--- config.mk ---
export PLATFORM = sky130hd
export DESIGN_NAME = pwsa_controller
export DESIGN_NICKNAME = d
export VERILOG_FILES = /design/src/hw/rtl/pwsa_pkg.sv /design/src/hw/rtl/pwsa_controller.sv
export SDC_FILE = /design/constraint.sdc
export NUM_CORES = 1
export LEC_CHECK = 0
export ABC_AREA = 0
export BUFFER_PORTS_ARGS = -buffer_cell sky130_fd_sc_hd__buf_2
export CORE_MARGIN = 5
export CORE_UTILIZATION = 30
export DETAILED_ROUTE_END_ITERATION = 10
export PLACE_DENSITY_LB_ADDON = 0.2
export SYNTH_ARGS = -nofsm -noshare
export SYNTH_HDL_FRONTEND = slang
export SYNTH_SLANG_ARGS = --single-unit
--- constraint.sdc ---
create_clock -name clk -period 3.25 [get_ports clk]
set_input_delay 0.975 -clock clk [delete_from_list [all_inputs] [get_ports clk]]
set_output_delay 0.975 -clock clk [all_outputs]
set_load 0.02 [all_outputs]
--- src/hw/rtl/pwsa_pkg.sv ---
// Package for the pixel Welford split accumulator.
// Types, constants and command/status structs shared by the controller, datapath and top level.
package pwsa_pkg;

    localparam int MAX_PIXELS_DEF = 4096;
    localparam int CHANNELS_DEF   = 16;
    localparam int MAX_SPP_DEF    = 1024;

    localparam int NUM_BUFFERS = 2;

    localparam logic [1:0] REG_WIDTH  = 2'd0;
    localparam logic [1:0] REG_HEIGHT = 2'd1;
    localparam logic [1:0] REG_SPP    = 2'd2;

    localparam logic [12:0] WIDTH_RST  = 13'd64;
    localparam logic [12:0] HEIGHT_RST = 13'd64;
    localparam logic [10:0] SPP_RST    = 11'd8;

    typedef enum logic [3:0] {
        ST_CLEAR,
        ST_IDLE,
        ST_CHECK,
        ST_READ,
        ST_LOAD,
        ST_DIV_MEAN,
        ST_WAIT_MEAN,
        ST_PROD,
        ST_DIV_HALF,
        ST_WAIT_HALF,
        ST_WRITE,
        ST_OUT
    } state_t;

    typedef struct packed {
        logic clear_step;
        logic capture;
        logic check;
        logic read;
        logic load;
        logic div_mean;
        logic prod;
        logic div_half;
        logic write;
        logic out_load;
    } ctrl_t;

    typedef struct packed {
        logic clear_done;
        logic in_range;
        logic div_done;
        logic rem_done;
    } stat_t;

endpackage

--- src/hw/rtl/pwsa_controller.sv ---
// Controller state machine sequencing clear, check, read, divide, product, write and output.
// Depends on pwsa_pkg.
module pwsa_controller
    import pwsa_pkg::*;
(
    input  logic  clk,
    input  logic  rst_n,
    input  logic  in_valid,
    output logic  in_stall,
    input  logic  out_stall,
    output logic  out_valid,
    input  stat_t stat,
    output ctrl_t ctrl
);
    state_t state_reg, state_next;
    logic   ov_reg, ov_next;

    always_ff @(posedge clk or negedge rst_n)
    begin
        if (!rst_n)
        begin
            state_reg <= ST_CLEAR;
            ov_reg    <= 1'b0;
        end
        else
        begin
            state_reg <= state_next;
            ov_reg    <= ov_next;
        end
    end

    always_comb
    begin
        state_next = state_reg;
        ctrl       = '0;
        ov_next    = ov_reg && out_stall;
        in_stall   = 1'b1;
        unique case (state_reg)
            ST_CLEAR:
            begin
                ctrl.clear_step = 1'b1;
                if (stat.clear_done)
                    state_next = ST_IDLE;
            end
            ST_IDLE:
            begin
                in_stall = 1'b0;
                if (in_valid)
                begin
                    ctrl.capture = 1'b1;
                    state_next   = ST_CHECK;
                end
            end
            ST_CHECK:
            begin
                ctrl.check = 1'b1;
                state_next = ST_READ;
            end
            ST_READ:
            begin
                if (stat.in_range)
                begin
                    ctrl.read  = 1'b1;
                    state_next = ST_LOAD;
                end
                else
                    state_next = ST_OUT;
            end
            ST_LOAD:
            begin
                ctrl.load  = 1'b1;
                state_next = ST_DIV_MEAN;
            end
            ST_DIV_MEAN:
            begin
                ctrl.div_mean = 1'b1;
                state_next    = ST_WAIT_MEAN;
            end
            ST_WAIT_MEAN:
                if (stat.div_done)
                    state_next = ST_DIV_HALF;
            ST_DIV_HALF:
                if (stat.rem_done)
                begin
                    ctrl.div_half = 1'b1;
                    state_next    = ST_PROD;
                end
            ST_PROD:
            begin
                ctrl.prod  = 1'b1;
                state_next = ST_WAIT_HALF;
            end
            ST_WAIT_HALF:
                if (stat.div_done)
                begin
                    ctrl.write = 1'b1;
                    state_next = ST_WRITE;
                end
            ST_WRITE:
                state_next = ST_OUT;
            ST_OUT:
                if (!ov_reg)
                begin
                    ctrl.out_load = 1'b1;
                    ov_next       = 1'b1;
                    state_next    = ST_IDLE;
                end
            default:
                state_next = ST_IDLE;
        endcase
    end

    assign out_valid = ov_reg;

endmodule

# ---- Word-level counts from Yosys, hierarchy flattened
# Index checks and enable logic that the tools add are counted.
dict set report word_totals {
  reg_bits 5
  in_bits 8
  out_inout_bits 12
  word_cells 48
}
dict set report op_classes {
  n_eq_ne 17
  n_mux 26
  n_reduce_logical 3
}
# operator count
set ops {}
lappend ops {{case mux 4 bit (12 select lines)} 1}
lappend ops {{two-way mux 4 bit} 7}
lappend ops {{two-way mux 1 bit} 18}
lappend ops {{== test 4 x 3 -> 1 bit (second input constant)} 4}
lappend ops {{== test 4 bit (second input constant)} 4}
lappend ops {{!= test 2 bit (second input constant)} 6}
lappend ops {{== test 4 x 2 -> 1 bit (second input constant)} 2}
lappend ops {{AND reduction 6 bit} 1}
lappend ops {{== test 4 x 1 -> 1 bit (second input constant)} 1}
lappend ops {{logical NOT 4 bit} 1}
lappend ops {{logical AND 1 bit} 1}

# ---- Longest topological paths before layout
# Gate-level depths: netlist of the first run.
dict set report depth {
  ltp_word 3
  ltp_mapped 5
  ltp_nobuf 4
}

# ---- Worst setup path before layout of the first run
# Ideal clock, no wire load.
dict set report synth_path {
  kind {input to output}
  startpoint {input port stat[2] (netlist name)}
  endpoint {output port ctrl[6] (netlist name)}
  path_buffers 0
  setup_slack_ps 728
  required_time_ps 2275
  arrival_ps 1547
  stages 2
  path_cell_list {nor3b_1 -> nor2b_1}
}
# element line_no
set synth_rtl {}
lappend synth_rtl {{from (decl)} pwsa_controller.sv:12} ;# input stat_t stat,
lappend synth_rtl {{to (decl)} pwsa_controller.sv:13} ;# output ctrl_t ctrl

==> out/metrics.cfg, run 1 <==
[outcome]
status=finished, final reports clean

[critical_path]
startpoint=stat[2]
crit_path_max_fanout=2
crit_path_start_kind=input port
crit_arrival_ns=1.63
path_class=input port to primary output
worstReg2RegStart=state_reg[3]
critPathRequiredTime_ns=2.27
endpoint_kind=primary output

[final_layout]
largest_register_ff_count=4
synthToLayoutAreaGrowth_pct=26.9
fin_cells=93
final_cell_mix=buf_2, nor2_1, dfrtp_1, inv_1, o21ai_0
layout_commonest_cell=buf_2
num-fill-cells=171
nets=86
diodes=0
drive_gt1_share_pct=35.1

[synthesis]
ys_warn_count=0
synth_cell_types=29
syn-num-nets=66
yosysSeqAreaShare_pct=27.7
synthCells=58
synth_area_um2=452
ys_ff_latch=5
avgSynthCellArea_um2=7.79

[floorplan]
coreArea_um2=1470
row_count=14
die_w_um=48.8
die_height_um=48.8
io_pins=20
start_util_pct=30.7
die_area_um2=2380

[route]
route.detailed.drc=0
post_drt_wl_per_cell_um=12.8
ant_nets=0
first_iter_violations=10
dr.pass1.iters=4
via_per_inst=5.26
wl_mm=1.19
vias=489

[global_route]
antenna_found_initial=0
gr-total-overflow=0
grt_pass1_vias=438
grt_pass1_wl_mm=2.04
grt_max_degree=16
track_usage_pct=11.0

[timing]
fmax_mhz=385
finalCriticalPeriod_ns=2.60
slew_viol_final=0
setup_viol=0
fin_worst_skew_ns=0.00212
fin_crit_sh_pct=80.0
final-hold-violation-count=0
worst_pin_slew_ns=0.453
setup_tns_ns=0
rsz0062_at_grt=no
timing.slew.headroom_pct=69.8

[placed_design]
dp.cells=89
dpl.hpwl_um=878
routabilityCongestion=0.827
io_buffers=19

[worst_hold_path]
hp-class=input port to async pin

[clock_tree]
htreeDepth=1
cts.sinks=5
clockRootBuffer=clkbuf_4
clk_latency_ns=0.24
cts_resized=0
cts_tree=yes
numCtsBuffers=3
cts_setup_buffers=0
clk_path_buf_depth=2
cts.hold.buffers_added=0
cts.clk_slew.worst_paths_ns=0.04

[power_and_ir_drop]
vdd.ir_drop.worst_mv=0.525
p_per_area_nw_per_um2=975
p_total_mw=0.559
p_leak_nw=0.289

[job]
maxCapViolCount=0

-- path summary, 6_finish.rpt --
check,end,slack [ns],cells after the start
hold / removal,state_reg[2],0.54,1
setup / recovery,ctrl[6],0.65,4
min in group clk,out_valid,0.54,1
max in group asynchronous,state_reg[3],2.58,1
setup reg to reg,state_reg[1],1.54,4
hold reg to reg,out_valid,0.54,1
-- metal layers --
metal	vias up	routed length [µm]	share of wire (%)	GRT usage [%]
met1	225	551	46	13.9
met2	15	527	44	14.8
li1	247	-	-	-
met5	-	0	0	0
met4	0	19	1.6	4.04
met3	2	90	7.6	7.03
-- worst max-delay path, stage by stage --
cell and delay [ns]:
buf_2 0.08, nor3b_1 0.20, nor2b_1 0.18, buf_2 0.18
-- kinds of logic (layout without fill, tap and decap cells) --
group	Yosys count	count (layout)	synth area share [%]
buffers and inverters	8	27	7.76
flip-flops	5	5	27.7
AO/OA/AOI/OAI	17	17	26.6
multiplexers	2	2	5.54
AND/OR/NAND/NOR	26	26	32.4
-- metrics by stage --
| step | instance area (µm²) | hold slack [ns] | utilization [%] | worst slack (ns) |
|---|---|---|---|---|
| final | 573 | 0.539 | 38.9 | 0.649 |
| after global routing | 573 | 0.529 | 38.9 | 0.547 |
| after CTS | 573 | 0.533 | 38.9 | 0.641 |
| after global placement | 547 | 0.520 | 37.2 | 0.668 |
| after detailed placement | 547 | 0.540 | 37.2 | 0.641 |
| after floorplan | 452 | 0.633 | - | 0.728 |
-- cells in the mapped netlist --
cell type	instances	area, µm²
a211o_1	1	8.76
a211oi_1	1	7.51
a211oi_2	1	12.5
a21o_1	1	7.51
a21oi_1	3	15.0
a21oi_2	2	17.5
a221oi_1	1	8.76
and2_1	1	6.26
and3_1	1	6.26
buf_2	4	20.0
dfrtp_1	5	125
inv_1	4	15.0
mux2_4	1	15.0
mux2i_1	1	10.0
nand2_1	3	11.3
nand2b_1	3	18.8
nand3_1	1	5.00
nand4bb_1	2	22.5
nor2_1	6	22.5
nor2b_1	2	12.5
nor3_1	3	15.0
nor3b_1	1	7.51
nor4_1	1	6.26
o21ai_0	4	20.0
o22ai_1	1	6.26
o2bb2ai_1	1	8.76
o31ai_1	1	7.51
or2_2	1	6.26
or3_1	1	6.26
-- cell type report --
class / instances / area, µm² / area share, %
multi-input cells: 45 / 292 / 50.9
clock buffers: 4 / 26.3 / 4.59
flip-flops and latches: 5 / 125 / 21.8
repair buffers: 19 / 95.1 / 16.6
well taps: 16 / 20.0 / 3.49
inverters: 4 / 15.0 / 2.62
-- report_power, final --
group / switching [mW] / internal [mW] / total (mW)
Sequential: 0.0819 / 0.0905 / 0.172
Clock: 0.0236 / 0.0463 / 0.0699
Combinational: 0.176 / 0.140 / 0.316
Total: 0.281 / 0.277 / 0.559
No activity file was read; power rests on OpenSTA's default activity.
==> run 2: changes to the inputs <==
--- a/config.mk
+++ b/config.mk
@@ -5,7 +5,7 @@
 export SDC_FILE = /design/constraint.sdc
 export NUM_CORES = 1
 export LEC_CHECK = 0
-export ABC_AREA = 0
+export ABC_AREA = 1
 export BUFFER_PORTS_ARGS = -buffer_cell sky130_fd_sc_hd__buf_2
 export CORE_MARGIN = 5
 export CORE_UTILIZATION = 30
==> constraint.sdc (replaced) <==
create_clock -name clk -period 2.52 [get_ports clk]
set_input_delay 0.756 -clock clk [delete_from_list [all_inputs] [get_ports clk]]
set_output_delay 0.756 -clock clk [all_outputs]
set_load 0.02 [all_outputs]
==> out/metrics.cfg, run 2 <==
[placed_design]
dpl.hpwl_mm=1.03
placed_cell_area_um2=607
routabilityCongestion=0.764
io_buffers=19
dp_slack_ns=0.580

[clock_tree]
htreeDepth=1
cts_resized=0
clockRootBuffer=clkbuf_4
cts.sinks=5
cts.clk_slew.worst_paths_ns=0.04
cts_setup_buffers=0
cts.hold.buffers_added=0
clk_path_buf_depth=2
numCtsBuffers=3
clk_latency_ns=0.24
cts_tree=yes

[critical_path]
crit_path_start_kind=flop
worstReg2RegStart=state_reg[1]
reg2reg_depth=7
crit_arrival_ns=1.40
critPathRequiredTime_ns=1.76
crit_path_max_fanout=8
path_class=flop to primary output
r2r_end=state_reg[0]
endpoint_kind=primary output
rrSetupSlack_ns=1.20

[route]
met1Wirelength_um=525
first_iter_violations=10
via_per_inst=4.58
highest_layer=met3
route.detailed.drc=0
wl_met3_um=107
met2_length_um=581
dr.pass1.iters=4
wl_mm=1.21
vias=572
post_drt_wl_per_cell_um=9.71
ant_nets=0

[synthesis]
synthDominantCellAreaShare_pct=24.9
ys_top_cells_by_count=nand2_1, inv_1, nor2_1
ys_warn_count=0
syn-num-nets=95
synth_area_um2=503
async_flop_share_pct=100
synth_edf_count=0
synth_ff_type=dfrtp_1
synth.most_common_cell=nand2_1
ys_ff_latch=5
synthCells=87
avgSynthCellArea_um2=5.78
synth_cell_types=16
yosysSeqAreaShare_pct=24.9
synth.largest_area_cell=dfrtp_1
synth_area_leaders=dfrtp_1, nand2_1, inv_1

[timing]
setup_tns_ns=0
fin_crit_sh_pct=85.5
setup_ws_ns=0.365
worst_pin_slew_ns=0.303
slew_viol_final=0
final-hold-violation-count=0
setup_viol=0
timing.slew.headroom_pct=79.8
rsz0062_at_grt=no
fin_worst_skew_ns=0.00422
fmax_mhz=464
finalCriticalPeriod_ns=2.16

[job]
maxCapViolCount=0

[power_and_ir_drop]
p_total_mw=0.729
vdd.ir_drop.worst_mv=0.581
p_per_area_nw_per_um2=1150
p_leak_nw=0.457

[global_route]
antenna_found_initial=0
gr-total-overflow=0
grt_pass1_wl_mm=2.10
track_usage_pct=10.4
grt_max_degree=9
grt_pass1_vias=508

[final_layout]
nets=118
final_cell_mix=nand2_1, buf_2, inv_1, nor2_1, nand3_1
num-fill-cells=179
diodes=0
largest_register_ff_count=4
layout_commonest_cell=nand2_1
synthToLayoutAreaGrowth_pct=25.9
final_area_um2=633
drive_gt1_share_pct=28.4

[floorplan]
row_count=14
start_util_pct=32.6
io_pins=20
coreArea_um2=1540
die_area_um2=2600
die_w_um=50.9
die_height_um=50.9

[outcome]
status=finished, final reports clean

[worst_hold_path]
hp-class=input port to async pin

[run 2: cell types whose count changed in the layout (fill, tap and decap cells not counted), moves of 3 or more]
cell      change
inv_1        +10
nand2b_1      -3
nand2_1      +29
a21oi_1       -3
nand3_1       +9
o21ai_0       -4
nor2_1        +6
[run 2: cell type report]
| cell class | instances | area (µm²) | share of cell area, % |
|---|---|---|---|
| clock buffers | 4 | 26.3 | 4.15 |
| inverters | 15 | 56.3 | 8.89 |
| multi-input cells | 66 | 310 | 49.0 |
| flip-flops and latches | 5 | 125 | 19.8 |
| well taps | 16 | 20.0 | 3.16 |
| repair buffers | 19 | 95.1 | 15.0 |
[run 2: power by group]
group / internal [mW] / switching, mW / total [mW]
Combinational: 0.156 / 0.318 / 0.474
Clock: 0.0597 / 0.0304 / 0.0901
Sequential: 0.113 / 0.0517 / 0.165
[run 2: worst max-delay path, stage by stage, from the launching register on]
cell,delay [ns]
dfrtp_1,0.46
nor2_1,0.29
nand2_1,0.15
nor2_1,0.10
buf_2,0.17
[run 2: cells by family (layout without fill, tap and decap cells)]
kind of cell	Yosys count	in the layout	share of synthesized area, %
flip-flops	5	5	24.9
AND/OR/NAND/NOR	63	63	57.0
AO/OA/AOI/OAI	3	3	4.73
buffers and inverters	16	38	13.4
[run 2: worst max-delay path by stage]
| stage | startpoint | end | slack (ns) | cells past startpoint |
|---|---|---|---|---|
| final | state_reg[1] | ctrl[2] | 0.36 | 4 |
| after global routing | state_reg[1] | ctrl[2] | 0.23 | 4 |
| after CTS | state_reg[1] | ctrl[2] | 0.37 | 4 |
| after detailed placement | stat[1] | ctrl[1] | 0.58 | 4 |
| after global placement | stat[1] | ctrl[1] | 0.60 | 4 |
| after floorplan | state_reg[2] | ctrl[8] | 0.60 | 3 |
[run 2: stage by stage]
step	hold WS [ns]	std cells	util, %
floorplan	0.460	87	-
global placement	0.527	121	39.4
detailed placement	0.527	121	39.4
CTS	0.312	125	41.1
global route	0.312	125	41.1
finish	0.319	125	41.1
[run 2: routing by layer]
metal / GRT usage (%) / vias to the layer above
met5: 0 / -
met4: 3.83 / 0
met3: 3.78 / 0
met2: 16.5 / 21
met1: 12.7 / 244
li1: - / 307
==> run 3: changes to the inputs <==
--- a/config.mk
+++ b/config.mk
@@ -10,7 +10,7 @@
 export CORE_MARGIN = 5
 export CORE_UTILIZATION = 30
 export DETAILED_ROUTE_END_ITERATION = 10
-export PLACE_DENSITY_LB_ADDON = 0.2
+export PLACE_DENSITY = 0.52
 export SYNTH_ARGS = -nofsm -noshare
 export SYNTH_HDL_FRONTEND = slang
 export SYNTH_SLANG_ARGS = --single-unit
==> out/metrics.cfg, run 3 (synthesis results as in run 2) <==
[floorplan]
coreArea_um2=1540
die_area_um2=2600
start_util_pct=32.6
die_height_um=50.9
io_pins=20
row_count=14
die_w_um=50.9

[timing]
fmax_mhz=466
worst_pin_slew_ns=0.317
fin_crit_sh_pct=85.2
setup_viol=0
timing.slew.headroom_pct=78.8
finalCriticalPeriod_ns=2.15
setup_tns_ns=0
fin_worst_skew_ns=0.00426
rsz0062_at_grt=no
final-hold-violation-count=0
slew_viol_final=0

[critical_path]
path_class=flop to primary output
critPathRequiredTime_ns=1.76
reg2reg_depth=7
rrSetupSlack_ns=1.20
r2r_end=state_reg[0]
crit_arrival_ns=1.39
crit_path_start_kind=flop
endpoint_kind=primary output
crit_path_max_fanout=8
worstReg2RegStart=state_reg[1]

[power_and_ir_drop]
p_leak_nw=0.457
vdd.ir_drop.worst_mv=0.690
p_per_area_nw_per_um2=1150

[route]
vias=553
dr.pass1.iters=4
route.detailed.drc=0
ant_nets=0
first_iter_violations=15
post_drt_wl_per_cell_um=10.0
via_per_inst=4.42
wl_mm=1.25

[global_route]
gr-total-overflow=0
antenna_found_initial=0
grt_pass1_vias=508
grt_max_degree=9
track_usage_pct=10.7
grt_pass1_wl_mm=2.17

[clock_tree]
cts.sinks=5
clockRootBuffer=clkbuf_4
clk_path_buf_depth=2
cts_resized=0
numCtsBuffers=3
cts.clk_slew.worst_paths_ns=0.04
htreeDepth=1
clk_latency_ns=0.23
cts_setup_buffers=0
cts_tree=yes
cts.hold.buffers_added=0

[final_layout]
fin_cells=125
largest_register_ff_count=4
final_cell_mix=nand2_1, buf_2, inv_1, nor2_1, nand3_1
nets=118
synthToLayoutAreaGrowth_pct=25.9
drive_gt1_share_pct=28.4
layout_commonest_cell=nand2_1
diodes=0

[outcome]
status=finished, final reports clean

[job]
maxCapViolCount=0

[worst_hold_path]
hp-class=input port to async pin

[placed_design]
dpl.hpwl_mm=1.07
io_buffers=19
routabilityCongestion=0.765
dp.cells=121

-- run 3: cell counts in the layout (fill, tap and decap cells not counted) --
No cell type changed its count.
-- run 3: worst max-delay path by stage --
stage	startpoint	to	slack (ns)	cells after the start
floorplan	state_reg[2]	ctrl[8]	0.60	3
global placement	stat[1]	ctrl[1]	0.58	4
detailed placement	stat[1]	ctrl[1]	0.57	4
CTS	state_reg[1]	ctrl[2]	0.36	4
global route	state_reg[1]	ctrl[2]	0.22	4
finish	state_reg[1]	ctrl[2]	0.37	4
-- run 3: worst max-delay path: stages, from the launching register on --
cell,delay [ns]
dfrtp_1,0.45
nor2_1,0.30
nand2_1,0.15
nor2_1,0.09
buf_2,0.16
-- run 3: cell type report --
cell class	count	area, µm²
sequential	5	125
clock buffer	4	26.3
timing repair buffer	19	95.1
inverter	15	56.3
multi-input combinational	66	310
tap	16	20.0
fill	182	908
-- run 3: stage by stage --
step	util, %	hold WS, ns	area [µm²]	total power [mW]	setup slack (ns)
floorplan	-	0.460	503	0.537	0.599
global placement	39.4	0.526	607	0.650	0.578
detailed placement	39.4	0.522	607	0.645	0.571
CTS	41.1	0.316	633	0.740	0.365
global route	41.1	0.321	633	0.819	0.220
finish	41.1	0.323	633	0.727	0.372
-- run 3: report_power, final --
group	switching [mW]	total [mW]	internal, mW	leakage (nW)
registers	0.0505	0.163	0.113	0.0644
logic	0.320	0.476	0.156	0.377
clock network	0.0282	0.0878	0.0596	0.0150
total	0.399	0.727	0.328	0.457
-- run 3: per-layer routing --
metal	global-route usage, %	share of wire (%)	vias up
met4	2.55	0	0
met5	0	0	-
met3	3.78	6.6	0
li1	-	-	309
met2	16.7	49	15
met1	14.0	45	229
